$ cat src/rtl/core/dse_pkg.sv
// dse_pkg: shared types and constants of the two-stack engine.
// No dependencies; every other file in rtl/core refers to it by scoped names.
package dse_pkg;

  localparam int STACK_DEPTH_DEFAULT = 8;

  // Widest entry index the command format carries (STACK_DEPTH up to 256).
  localparam int IDX_W = 8;

  localparam int DATA_W    = 32;
  localparam int CAP_W     = 4;
  localparam int CFG_IDX_W = 2;

  localparam logic [CAP_W-1:0] CAP_RESET = CAP_W'(8);

  // Configuration register indexes.
  localparam logic [CFG_IDX_W-1:0] REG_CAPACITY_A = CFG_IDX_W'(0);
  localparam logic [CFG_IDX_W-1:0] REG_CAPACITY_B = CFG_IDX_W'(1);

  typedef enum logic [1:0] {
    OP_PUSH = 2'd0,
    OP_POP  = 2'd1,
    OP_DUMP = 2'd2,
    OP_NONE = 2'd3
  } op_t;

  localparam logic [1:0] ST_OK        = 2'd0;
  localparam logic [1:0] ST_OVERFLOW  = 2'd1;
  localparam logic [1:0] ST_UNDERFLOW = 2'd2;
  localparam logic [1:0] ST_EMPTY     = 2'd3;

  // What the back end has to do with one accepted item.
  typedef enum logic [1:0] {
    CMD_STATUS = 2'd0,   // status-only result, no store access
    CMD_WRITE  = 2'd1,   // push into the store
    CMD_READ   = 2'd2,   // pop: one read
    CMD_DUMP   = 2'd3    // read from idx down to 0
  } cmd_kind_t;

  typedef struct packed {
    cmd_kind_t               kind;
    logic [1:0]              status;
    logic                    stack;
    logic [IDX_W-1:0]        idx;
    logic signed [DATA_W-1:0] data;
  } cmd_t;

endpackage

$ cat src/rtl/core/dse_if.sv
// dse_if: valid/ready channel interfaces of the two-stack engine.
// Depends on dse_pkg for field widths.
interface dse_req_if;
  logic                             valid;
  logic                             ready;
  logic [1:0]                       operation;
  logic                             stack_select;
  logic signed [dse_pkg::DATA_W-1:0] push_value;

  modport source (output valid, operation, stack_select, push_value, input ready);
  modport sink   (input valid, operation, stack_select, push_value, output ready);
endinterface

interface dse_rsp_if;
  logic                             valid;
  logic                             ready;
  logic signed [dse_pkg::DATA_W-1:0] data_out;
  logic [1:0]                       status;
  logic                             last;

  modport source (output valid, data_out, status, last, input ready);
  modport sink   (input valid, data_out, status, last, output ready);
endinterface

interface dse_cfg_if;
  logic                            valid;
  logic                            ready;
  logic [dse_pkg::CFG_IDX_W-1:0]   index;
  logic [dse_pkg::CAP_W-1:0]       data;

  modport source (output valid, index, data, input ready);
  modport sink   (input valid, index, data, output ready);
endinterface

$ cat src/rtl/core/dual_stack_engine.sv
// dual_stack_engine: two LIFO stacks interleaved in one store.
// Depends on dse_pkg, dse_if, dse_front, dse_cmd_queue, dse_back.
//
// Channels:
//   req  - one item: operation (push/pop/dump), stack_select, push_value.
//   rsp  - results: data_out, status, last. Push and pop give one result,
//          dump gives one per held entry top to bottom (last on the bottom
//          one), an empty dump gives a single empty-status result.
//   cfg  - capacity writes (index 0: stack 0, index 1: stack 1), always ready.
//          Other indexes are dropped. Write only while the block is idle.
// Result path (from req transfer to first rsp valid, receiver ready):
//   status-only results and pushes pass the queue and the result register;
//   pops and dumps also pass the registered read of the store.
// Throughput (receiver ready): a push or status result every cycle, a dump
//   one entry per cycle after its first read; a pop holds back the next item.
// The front accepts items into a two-entry command queue while the back end
//   works, so req.ready drops only when that queue is full.
// Reset: fill counts clear, capacities return to 8, queue and result
//   register empty. The store itself is not cleared; only pushed entries
//   are ever read.
// Stall: when rsp.ready is low the result register holds, the back end
//   waits, the queue fills and then req.ready falls.
module dual_stack_engine #(
  parameter int STACK_DEPTH = dse_pkg::STACK_DEPTH_DEFAULT
) (
  input  logic      clk,
  input  logic      rst,
  dse_req_if.sink   req,
  dse_rsp_if.source rsp,
  dse_cfg_if.sink   cfg
);

  logic          q_push;
  logic          q_full;
  logic          q_pop;
  logic          q_valid;
  dse_pkg::cmd_t q_in;
  dse_pkg::cmd_t q_out;

  // Front: handshake, config, fill counts, classification.
  dse_front #(
    .STACK_DEPTH (STACK_DEPTH)
  ) u_front (
    .clk    (clk),
    .rst    (rst),
    .req    (req),
    .cfg    (cfg),
    .q_push (q_push),
    .q_cmd  (q_in),
    .q_full (q_full)
  );

  // Decoupling queue so each side stalls on its own.
  dse_cmd_queue u_queue (
    .clk       (clk),
    .rst       (rst),
    .push      (q_push),
    .push_cmd  (q_in),
    .full      (q_full),
    .pop       (q_pop),
    .pop_cmd   (q_out),
    .not_empty (q_valid)
  );

  // Back: store access and the result register.
  dse_back #(
    .STACK_DEPTH (STACK_DEPTH)
  ) u_back (
    .clk     (clk),
    .rst     (rst),
    .q_valid (q_valid),
    .q_cmd   (q_out),
    .q_pop   (q_pop),
    .rsp     (rsp)
  );

  // Error and empty results always close their item.
  a_status_last: assert property (@(posedge clk) disable iff (rst)
    (rsp.valid && rsp.status != dse_pkg::ST_OK) |-> rsp.last)
    else $error("error status result without last");

  // The front never pushes into a full queue.
  a_no_overrun: assert property (@(posedge clk) disable iff (rst)
    q_push |-> !q_full)
    else $error("command queue overrun");

  // The back end never pops an empty queue.
  a_no_underrun: assert property (@(posedge clk) disable iff (rst)
    q_pop |-> q_valid)
    else $error("command queue underrun");

  // An undefined operation leaves no command behind.
  a_none_dropped: assert property (@(posedge clk) disable iff (rst)
    (req.valid && req.ready && req.operation == dse_pkg::OP_NONE) |-> !q_push)
    else $error("undefined operation queued");

endmodule

$ cat src/rtl/core/dse_cmd_queue.sv
// dse_cmd_queue: two-entry command FIFO between front and back end.
// Depends on dse_pkg (cmd_t).
module dse_cmd_queue (
  input  logic          clk,
  input  logic          rst,
  input  logic          push,
  input  dse_pkg::cmd_t push_cmd,
  output logic          full,
  input  logic          pop,
  output dse_pkg::cmd_t pop_cmd,
  output logic          not_empty
);

  dse_pkg::cmd_t entries [2];
  logic          wr_ptr;
  logic          rd_ptr;
  logic [1:0]    count;

  assign full      = (count == 2'd2);
  assign not_empty = (count != 2'd0);
  assign pop_cmd   = entries[rd_ptr];

  always_ff @(posedge clk) begin
    if (push) begin
      entries[wr_ptr] <= push_cmd;
    end
  end

  always_ff @(posedge clk) begin
    if (rst) begin
      wr_ptr <= 1'b0;
      rd_ptr <= 1'b0;
      count  <= 2'd0;
    end else begin
      if (push) wr_ptr <= ~wr_ptr;
      if (pop)  rd_ptr <= ~rd_ptr;
      case ({push, pop})
        2'b10:   count <= count + 2'd1;
        2'b01:   count <= count - 2'd1;
        default: count <= count;
      endcase
    end
  end

endmodule

$ cat src/rtl/core/dse_front.sv
// dse_front: accepts items and config writes, tracks fill counts, classifies
// each item into a back-end command. Depends on dse_pkg and dse_if.
module dse_front #(
  parameter int STACK_DEPTH = dse_pkg::STACK_DEPTH_DEFAULT
) (
  input  logic          clk,
  input  logic          rst,
  dse_req_if.sink       req,
  dse_cfg_if.sink       cfg,
  output logic          q_push,
  output dse_pkg::cmd_t q_cmd,
  input  logic          q_full
);

  localparam int CNTW = $clog2(STACK_DEPTH + 1);
  localparam int CMPW = (CNTW > dse_pkg::CAP_W) ? CNTW : dse_pkg::CAP_W;

  logic [dse_pkg::CAP_W-1:0] capacity_a;
  logic [dse_pkg::CAP_W-1:0] capacity_b;
  logic [CNTW-1:0]           fill [2];

  logic                      accept;
  logic [CNTW-1:0]           n;
  logic [CMPW-1:0]           cap_sel;
  logic [CMPW-1:0]           limit;
  logic [CNTW-1:0]           fill_next;
  logic                      fill_we;

  assign cfg.ready = 1'b1;
  assign req.ready = ~q_full;
  assign accept    = req.valid & req.ready;

  assign n       = fill[req.stack_select];
  assign cap_sel = CMPW'(req.stack_select ? capacity_b : capacity_a);
  // Capacity above the depth saturates.
  assign limit   = (cap_sel > CMPW'(STACK_DEPTH)) ? CMPW'(STACK_DEPTH) : cap_sel;

  always_comb begin
    q_cmd.kind   = dse_pkg::CMD_STATUS;
    q_cmd.status = dse_pkg::ST_OK;
    q_cmd.stack  = req.stack_select;
    q_cmd.idx    = dse_pkg::IDX_W'(n - CNTW'(1));
    q_cmd.data   = req.push_value;
    q_push       = 1'b0;
    fill_we      = 1'b0;
    fill_next    = n;
    unique case (dse_pkg::op_t'(req.operation))
      dse_pkg::OP_PUSH: begin
        q_push = accept;
        if (CMPW'(n) >= limit) begin
          q_cmd.status = dse_pkg::ST_OVERFLOW;
        end else begin
          q_cmd.kind = dse_pkg::CMD_WRITE;
          q_cmd.idx  = dse_pkg::IDX_W'(n);
          fill_we    = accept;
          fill_next  = n + CNTW'(1);
        end
      end
      dse_pkg::OP_POP: begin
        q_push = accept;
        if (n == '0) begin
          q_cmd.status = dse_pkg::ST_UNDERFLOW;
        end else begin
          q_cmd.kind = dse_pkg::CMD_READ;
          fill_we    = accept;
          fill_next  = n - CNTW'(1);
        end
      end
      dse_pkg::OP_DUMP: begin
        q_push = accept;
        if (n == '0) begin
          q_cmd.status = dse_pkg::ST_EMPTY;
        end else begin
          q_cmd.kind = dse_pkg::CMD_DUMP;
        end
      end
      dse_pkg::OP_NONE: begin
        q_push = 1'b0;   // accepted and dropped
      end
      default: begin
        q_push = 1'b0;
      end
    endcase
  end

  always_ff @(posedge clk) begin
    if (rst) begin
      fill[0]    <= '0;
      fill[1]    <= '0;
      capacity_a <= dse_pkg::CAP_RESET;
      capacity_b <= dse_pkg::CAP_RESET;
    end else begin
      if (fill_we) fill[req.stack_select] <= fill_next;
      if (cfg.valid && cfg.index == dse_pkg::REG_CAPACITY_A) capacity_a <= cfg.data;
      if (cfg.valid && cfg.index == dse_pkg::REG_CAPACITY_B) capacity_b <= cfg.data;
    end
  end

endmodule

$ cat src/rtl/core/dse_back.sv
// dse_back: executes commands against the shared store and drives results.
// Depends on dse_pkg and dse_if.
module dse_back #(
  parameter int STACK_DEPTH = dse_pkg::STACK_DEPTH_DEFAULT
) (
  input  logic          clk,
  input  logic          rst,
  input  logic          q_valid,
  input  dse_pkg::cmd_t q_cmd,
  output logic          q_pop,
  dse_rsp_if.source     rsp
);

  localparam int IDXW      = (STACK_DEPTH > 1) ? $clog2(STACK_DEPTH) : 1;
  localparam int MEM_DEPTH = 2 * STACK_DEPTH;
  localparam int AW        = $clog2(MEM_DEPTH);

  typedef enum logic [1:0] {
    S_IDLE = 2'b01,
    S_READ = 2'b10
  } state_t;

  state_t state;
  state_t state_next;

  logic signed [dse_pkg::DATA_W-1:0] mem [MEM_DEPTH];
  logic signed [dse_pkg::DATA_W-1:0] rdata;

  logic            rd_en;
  logic [AW-1:0]   rd_addr;
  logic            wr_en;
  logic [AW-1:0]   wr_addr;

  logic            cur_stack;     // stack of the read in flight
  logic [IDXW-1:0] cur_idx;       // entry index of the read in flight
  logic            cur_dump;
  logic            cur_stack_next;
  logic [IDXW-1:0] cur_idx_next;
  logic            cur_dump_next;

  logic            out_free;
  logic            out_load;
  logic signed [dse_pkg::DATA_W-1:0] out_data_next;
  logic [1:0]      out_status_next;
  logic            out_last_next;
  logic [IDXW-1:0] q_idx;

  assign out_free = ~rsp.valid | rsp.ready;
  assign q_idx    = q_cmd.idx[IDXW-1:0];
  assign wr_addr  = AW'({q_idx, q_cmd.stack});

  always_comb begin
    state_next      = state;
    q_pop           = 1'b0;
    rd_en           = 1'b0;
    rd_addr         = AW'({q_idx, q_cmd.stack});
    wr_en           = 1'b0;
    out_load        = 1'b0;
    out_data_next   = '0;
    out_status_next = q_cmd.status;
    out_last_next   = 1'b1;
    cur_stack_next  = cur_stack;
    cur_idx_next    = cur_idx;
    cur_dump_next   = cur_dump;
    unique case (state)
      S_IDLE: begin
        if (q_valid) begin
          unique case (q_cmd.kind)
            dse_pkg::CMD_STATUS, dse_pkg::CMD_WRITE: begin
              if (out_free) begin
                q_pop    = 1'b1;
                out_load = 1'b1;
                wr_en    = (q_cmd.kind == dse_pkg::CMD_WRITE);
              end
            end
            dse_pkg::CMD_READ, dse_pkg::CMD_DUMP: begin
              q_pop          = 1'b1;
              rd_en          = 1'b1;
              cur_stack_next = q_cmd.stack;
              cur_idx_next   = q_idx;
              cur_dump_next  = (q_cmd.kind == dse_pkg::CMD_DUMP);
              state_next     = S_READ;
            end
            default: begin
              q_pop = 1'b0;
            end
          endcase
        end
      end
      S_READ: begin
        // rdata holds until the output slot frees up
        out_status_next = dse_pkg::ST_OK;
        out_data_next   = rdata;
        out_last_next   = ~cur_dump | (cur_idx == '0);
        if (out_free) begin
          out_load = 1'b1;
          if (cur_dump && cur_idx != '0) begin
            cur_idx_next = cur_idx - IDXW'(1);
            rd_en        = 1'b1;
            rd_addr      = AW'({cur_idx - IDXW'(1), cur_stack});
          end else begin
            state_next = S_IDLE;
          end
        end
      end
      default: begin
        state_next = S_IDLE;
      end
    endcase
  end

  always_ff @(posedge clk) begin
    if (wr_en) mem[wr_addr] <= q_cmd.data;
    if (rd_en) rdata <= mem[rd_addr];
  end

  always_ff @(posedge clk) begin
    cur_stack <= cur_stack_next;
    cur_idx   <= cur_idx_next;
    cur_dump  <= cur_dump_next;
    if (out_load) begin
      rsp.data_out <= out_data_next;
      rsp.status   <= out_status_next;
      rsp.last     <= out_last_next;
    end
  end

  always_ff @(posedge clk) begin
    if (rst) begin
      state     <= S_IDLE;
      rsp.valid <= 1'b0;
    end else begin
      state <= state_next;
      if (out_load)       rsp.valid <= 1'b1;
      else if (rsp.ready) rsp.valid <= 1'b0;
    end
  end

endmodule

$ cat src/flat_wrapper.sv
// flat-port wrapper written by rule: the top's interface ports become plain ports
module dual_stack_engine_flat 
#(
  parameter int STACK_DEPTH = dse_pkg::STACK_DEPTH_DEFAULT
)
  (clk, rst, req_valid, req_operation, req_stack_select, req_push_value, req_ready, rsp_valid, rsp_data_out, rsp_status, rsp_last, rsp_ready, cfg_valid, cfg_index, cfg_data, cfg_ready);
  dse_req_if req_i ();
  dse_rsp_if rsp_i ();
  dse_cfg_if cfg_i ();
  input  logic clk;
  input  logic rst;
  input wire logic [$bits(req_i.valid)-1:0] req_valid;
  input wire logic [$bits(req_i.operation)-1:0] req_operation;
  input wire logic [$bits(req_i.stack_select)-1:0] req_stack_select;
  input wire logic [$bits(req_i.push_value)-1:0] req_push_value;
  output wire logic [$bits(req_i.ready)-1:0] req_ready;
  output wire logic [$bits(rsp_i.valid)-1:0] rsp_valid;
  output wire logic [$bits(rsp_i.data_out)-1:0] rsp_data_out;
  output wire logic [$bits(rsp_i.status)-1:0] rsp_status;
  output wire logic [$bits(rsp_i.last)-1:0] rsp_last;
  input wire logic [$bits(rsp_i.ready)-1:0] rsp_ready;
  input wire logic [$bits(cfg_i.valid)-1:0] cfg_valid;
  input wire logic [$bits(cfg_i.index)-1:0] cfg_index;
  input wire logic [$bits(cfg_i.data)-1:0] cfg_data;
  output wire logic [$bits(cfg_i.ready)-1:0] cfg_ready;
  assign req_i.valid = req_valid;
  assign req_i.operation = req_operation;
  assign req_i.stack_select = req_stack_select;
  assign req_i.push_value = req_push_value;
  assign req_ready = req_i.ready;
  assign rsp_valid = rsp_i.valid;
  assign rsp_data_out = rsp_i.data_out;
  assign rsp_status = rsp_i.status;
  assign rsp_last = rsp_i.last;
  assign rsp_i.ready = rsp_ready;
  assign cfg_i.valid = cfg_valid;
  assign cfg_i.index = cfg_index;
  assign cfg_i.data = cfg_data;
  assign cfg_ready = cfg_i.ready;
  dual_stack_engine #(.STACK_DEPTH(STACK_DEPTH)) u_core (.clk(clk), .rst(rst), .req(req_i), .rsp(rsp_i), .cfg(cfg_i));
endmodule
$ cat config.mk
export PLATFORM = sky130hd
export DESIGN_NAME = dual_stack_engine_flat
export DESIGN_NICKNAME = d
export VERILOG_FILES = /design/src/rtl/core/dse_pkg.sv /design/src/rtl/core/dse_if.sv /design/src/rtl/core/dual_stack_engine.sv /design/src/rtl/core/dse_cmd_queue.sv /design/src/rtl/core/dse_front.sv /design/src/rtl/core/dse_back.sv /design/src/flat_wrapper.sv
export SDC_FILE = /design/constraint.sdc
export NUM_CORES = 1
export LEC_CHECK = 0
export CAP_MARGIN = 0
export CORE_ASPECT_RATIO = 2
export CORE_MARGIN = 3
export CORE_UTILIZATION = 60
export CTS_CLUSTER_DIAMETER = 60
export DETAILED_ROUTE_END_ITERATION = 6
export DONT_BUFFER_PORTS = 1
export PLACE_DENSITY = 0.75
export SYNTH_ARGS = -nofsm -noshare
export SYNTH_HDL_FRONTEND = slang
export SYNTH_SLANG_ARGS = --single-unit
export TNS_END_PERCENT = 1
$ cat constraint.sdc
create_clock -name clk -period 5.6 [get_ports clk]
set_input_delay 0.56 -clock clk [delete_from_list [all_inputs] [get_ports clk]]
set_output_delay 0.56 -clock clk [all_outputs]
set_load 0.02 [all_outputs]
After elaboration in Yosys (flattened, before gate mapping)

Memories as Yosys holds them, arrays and structs flattened. A register that Yosys moved wholly into a read port is not among the register bits.
Index checks and enable logic that the tools add are counted.
W data, S select, Z words.

Order comparisons: 2
Muxes and demuxes: 64
Eq/ne operators: 17
$add $sub $neg: 6
$mul: 0
Bitwise operators: 8
Divide/modulo/power cells: 0
Reductions and logical operators: 20
Shift-type cells: 0

Operators by type and width:

| kind                  | count |
|---|---|
| $mux W1               | 32 |
| $mux W4               | 8 |
| $mux W2               | 8 |
| $mux W8               | 2 |
| $eq A2 B2 Y1 const B  | 7 |
| $mux W3               | 4 |
| $pmux W4 S3           | 1 |
| $eq A2 B1 Y1 const B  | 5 |
| $pmux W1 S2           | 5 |
| $pmux W2 S2           | 2 |
| $pmux W4 S2           | 1 |
| $reduce_bool A2 Y1    | 4 |
| $logic_not A2 Y1      | 3 |
| $ne A2 B2 Y1 const B  | 3 |
| $pmux W3 S2           | 1 |
| $not A1 Y1            | 5 |
| $reduce_and A5 Y1     | 1 |
| $sub A4 B1 Y5 const B | 1 |
| $add A4 B1 Y4 const B | 1 |
| $ge A4 B4 Y1          | 1 |
| $gt A4 B4 Y1 const B  | 1 |
| $logic_not A4 Y1      | 1 |
| $ne A2 B1 Y1 const B  | 2 |
| $reduce_and A4 Y1     | 1 |
| other kinds (13)      | 17 |

Bits in writable memories: 610
Word-level logic and storage cells: 133
Input bits: 46
Latch bits: 0
Output and inout port bits: 38
Memories kept: 3
Memory bits (read-only): 0
Flip-flop bits (word level): 55

Memory list:

| memory                 | words | width | rd ports | clocked after Yosys merged registers in | wr ports | RTL line            | text |
|---|---|---|---|---|---|---|---|
| u_core.u_back.mem      | 16    | 32    | 1        | 1                                       | 1        | dse_back.sv:26      | `logic signed [dse_pkg::DATA_W-1:0] mem [MEM_DEPTH];` |
| u_core.u_queue.entries | 2     | 45    | 1        | 1                                       | 1        | dse_cmd_queue.sv:14 | `dse_pkg::cmd_t entries [2];` |
| u_core.u_front.fill    | 2     | 4     | 1        | 0                                       | 2        | dse_front.sv:20     | `logic [CNTW-1:0] fill [2];` |

Logic depth before layout (Yosys ltp)

Word-level depth: 11
Depth in mapped cells: 11
Mapped depth without buffers: 9

Hierarchy

From an unflattened synthesis, not the netlist that was laid out.

Cell total of the unflattened synthesis: 1728
Area total of the unflattened synthesis: 28071.9 um^2

Modules (own cells, without submodules):

| module        | seq. area each (um^2) | instances | area each (um^2) | cells an instance |
|---|---|---|---|---|
| dse_back      | 17596.9               | 1         | 23130.9          | 1402 |
| dse_cmd_queue | 2802.7                | 1         | 3442.1           | 162 |
| dse_front     | 400.4                 | 1         | 1498.9           | 164 |

Worst setup path after synthesis

Ideal clock, no wire load.

Path kind: reg-to-reg
Start point: reg (tool-made name)
End point: mem u_core.u_back.mem[7][0] (netlist name) (enable)
Arrival: 3.219 ns
Period minus slack after synthesis: 3.640 ns
Cell stages (with the launch flop): 9
Path slack: 1.960 ns
Required time: 5.179 ns
Buffers on the path: 3
Setup time: 0.421 ns
Cell sequence: dfxtp_1 -> buf_2 -> buf_2 -> buf_2 -> mux2i_1 -> nor2b_1 -> nand3_1 -> or3_1 -> nor2_1

RTL lines:

| item          | RTL line |
|---|---|
| end, declared | dse_back.sv:26 |

Worst setup path after layout

Start point: reg u_core.u_back.cur_idx[0]
End point: reg u_core.u_back.rdata[5] (netlist name) (read register of u_core.u_back.mem), data pin

Word-level cells in the longest chain between the ends: 5
Elaborated cells between the ends (all ways): 9
Those cells by class: add/sub (1); mux (6); reduce/logical (2)

Ends and longest elaborated chain:

| item                                                  | RTL line        | text |
|---|---|---|
| start, declared                                       | dse_back.sv:35  | `logic [IDXW-1:0] cur_idx;` |
| start signal, assigned                                | dse_back.sv:119 | `cur_idx <= cur_idx_next;` |
| branches (longest 5 deep; another with $sub A3 B1 Y3) | -               |  |
| end, declared                                         | dse_back.sv:27  | `logic signed [dse_pkg::DATA_W-1:0] rdata;` |

Several ways; the timed one is not identified.
A chain may end at the register's enable or synchronous reset.

==> results.py <==
metrics = {
    "status": {
        "status": "finished, final reports clean",
    },
    "routing": {
        "final_antenna_net_count": 0,
        "num_vias": 14632,
        "drt_pass1_iterations": 5,
        "avgRoutedWirePerCell_microns": 27.22,
        "drtIter0Drc": 1513,
        "drt-total-wl_mm": 60.37,
        "viasPerCell": 6.597,
        "drc_errors": 0,
    },
    "placed_design": {
        "hpwlAfterDp_mm": 34.07,
        "gp_congestion": 0.8682,
        "portBuffers": 0,
        "placed_cell_area_sq_um": 27280,
    },
    "yosys": {
        "synthFlopType": "edfxtp_1",
        "synth_edf_count": 672,
        "synth_nets": 1683,
        "ys_ff_latch": 688,
        "synth_common_cells": "672 x edfxtp_1, 239 x nand2_1, 62 x a311oi_1",
        "synth_area_leaders": "edfxtp_1 76%, nand2_1 3.4%, a311oi_1 2.1%",
        "synth_top_cell_area_share_pct": 76.24,
        "yosys_warnings": 0,
        "synth_area_sq_um": 26470,
        "async_flop_share_pct": 0,
        "synthMostInstantiatedCell": "edfxtp_1",
        "synth_cells": 1626,
        "avgSynthCellArea_sq_um": 16.28,
        "synth.distinct_cells": 57,
        "yosysSeqAreaShare_pct": 77.45,
        "synth_top_cell_by_area": "edfxtp_1",
    },
    "die": {
        "die-area_sq_um": 46820,
        "fp.dieH_microns": 303.0,
        "rows": 108,
        "initial_utilization_pct": 60.83,
        "die_x_microns": 154.5,
        "io_pins": 84,
        "coreArea_sq_um": 43510,
    },
    "cells_and_area": {
        "synthToLayoutAreaGrowth_pct": 9.398,
        "final_layout_size_suffix_gt1_share_pct": 12.89,
        "antennaDiodeCount": 0,
        "post-route-util_pct": 66.54,
        "final_nets": 1682,
        "fillers": 2889,
        "final-seq-area_sq_um": 20500,
        "finish.instance_area_sq_um": 28950,
        "multi_input_area_sq_um": 5637,
    },
    "critical_path": {
        "crit_arrival_ns": 3.99,
        "cp-start-kind": "register",
        "reg2reg_from": "u_core.u_back.cur_idx[0]",
        "crit_start": "u_core.u_back.cur_idx[0]",
        "cp_max_fo": 66,
        "r2r_setup_slack_ns": 1.95,
        "cp.required_ns": 5.94,
        "crit_type": "reg -> reg",
        "cp-end-kind": "register",
        "rr_worst_depth": 9,
    },
    "sta": {
        "max_freq_mhz": 274.0,
        "skew_ns": 0.02284,
        "finalMaxSlewViolations": 0,
        "fin_tns_setup_ns": 0,
        "slew_headroom_pct": 32.41,
        "rsz0062_at_grt": "false",
        "finalHoldViolations": 0,
        "period_needed_ns": 3.649,
        "worst_slew_pin_slew_ns": 1.014,
        "setup_viol": 0,
        "fin_crit_sh_pct": 65.16,
    },
    "cts": {
        "cts_inserted_buffers": 54,
        "insertion_delay_ns": 0.59,
        "clock-root-buffer": "clkbuf_16",
        "h-tree-depth": 2,
        "cts.sinks": 688,
        "clk_path_buf_depth": 3,
        "cts.reportedPaths.clkPinSlew_ns": 0.07,
        "cts_tree": "done",
        "postCtsSetupBuffers": 0,
        "cts_resized": 0,
        "cts_hold_buf": 0,
    },
    "job": {
        "maxCapViolations": 0,
    },
    "global_route": {
        "antenna_found_initial": 1,
        "grt_overflow": 0,
        "grt_first_pass_wirelength_mm": 90.87,
        "grt_usage_pct": 25.77,
        "grt_max_degree": 100,
        "grt_pass1_vias": 14985,
    },
    "hold_path": {
        "min_from": "rst",
        "min_path_cells": 1,
        "hold_path.class": "in -> reg",
    },
    "pwr": {
        "p_per_area_nw_per_um2": 440.5,
        "ir_worst_vdd_v": 0.0003127,
        "p_leak_nw": 9.325,
    },
}
==> where the power goes <==
| part | internal, mW | switching (mW) | total, mW |
|---|---|---|---|
| registers | 6.35 | 0.228 | 6.58 |
| clock network | 1.98 | 1.69 | 3.68 |
| logic | 0.734 | 1.76 | 2.50 |
| total | 9.07 | 3.69 | 12.8 |
==> logic make-up (layout without fill, tap and decap cells) <==
| group | after synthesis | count (layout) | share of synthesized area (%) |
|---|---|---|---|
| xor gates and xnor gates | 10 | 10 | 0.3309 |
| buffers and inverters | 114 | 156 | 2.009 |
| AOI/OAI and AO/OA | 304 | 304 | 8.978 |
| adders and majority gates | 11 | 11 | 0.5200 |
| and+or+nand+nor | 406 | 406 | 6.973 |
| other | 1 | 1 | 0.01417 |
| muxes | 92 | 92 | 3.720 |
| DFF | 688 | 688 | 77.45 |
==> final timing paths <==
check                                 end
max                u_core.u_back.rdata[5]
min               u_core.u_queue.count[0]
min reg2reg  u_core.u_front.capacity_b[3]
max reg2reg        u_core.u_back.rdata[5]
==> worst max-delay path: stages (launching register included) <==
cell and delay (ns):
edfxtp_1 0.39, inv_1 0.11, ha_1 0.24, nand2b_4 0.11
and3_1 0.57, mux2_4 0.67, buf_4 0.39, o221ai_1 0.21
a31oi_1 0.08, or4_1 0.56
==> metrics by stage <==
| step | instances | hold WS (ns) | total power [mW] | setup WS, ns |
|---|---|---|---|---|
| after floorplan | 1626 | 0.4352 | 8.316 | 1.960 |
| after global placement | 2119 | 0.4427 | 9.075 | 2.029 |
| after detailed placement | 2119 | 0.4584 | 9.164 | 1.947 |
| after CTS | 2218 | 0.01651 | 12.80 | 1.954 |
| after global routing | 2218 | 0.02331 | 13.21 | 1.734 |
| final | 2218 | 0.03791 | 12.75 | 1.951 |
==> metal layers <==
metal  track usage, %  part of all wire [%]  vias up
li1                 -                     -     6395
met1            31.37                    35     7394
met2            46.37                    53      692
met3            4.068                   7.4      149
met4            9.766                   3.8        2
met5                0                 0.028        -
==> flip-flops by register name, indices dropped and copies added (netlist names), named ones only <==
| name | count |
|---|---|
| u_core.u_queue.entries | 80 |
| u_core.u_back.rdata | 32 |
| u_core.u_back.mem | 512 |
| u_core.u_front.capacity_a | 4 |
| u_core.u_front.fill | 8 |
| u_core.u_back.state | 2 |
| u_core.u_back.rsp.status | 2 |
| u_core.u_queue.wr_ptr | 1 |
| u_core.u_back.rsp.last | 1 |
| u_core.u_front.capacity_b | 4 |
| u_core.u_queue.rd_ptr | 1 |
| u_core.u_back.cur_idx | 3 |
| u_core.u_back.cur_dump | 1 |
| u_core.u_back.cur_stack | 1 |
| u_core.u_back.rsp.valid | 1 |
| u_core.u_back.rsp.data_out | 32 |
| u_core.u_queue.count | 2 |
==> placed cells by master, fill, tap and decap left out, types with 15 or more instances in the layout <==
cell / instances
mux2i_1: 50
a221oi_1: 33
a21oi_1: 47
inv_1: 16
nor2_4: 20
nand2_1: 238
nor2_1: 41
o221ai_1: 33
a311oi_1: 62
o22ai_2: 28
clkinv_1: 15
edfxtp_1: 672
a31oi_1: 34
and2_1: 33
o22ai_1: 35
dfxtp_1: 15
buf_4: 34
or4_1: 32
mux2_2: 38
clkbuf_16: 55
==> area by class of cell <==
cell class              instances  area share [%]
repair buffers                 41           1.366
flip-flops and latches        688           70.81
well taps                     550           2.377
inverters                      16          0.2074
multi-input cells             824           19.47
clock inverters                31          0.8556
clock buffers                  68           4.922
No activity file was read; power rests on OpenSTA's default activity.
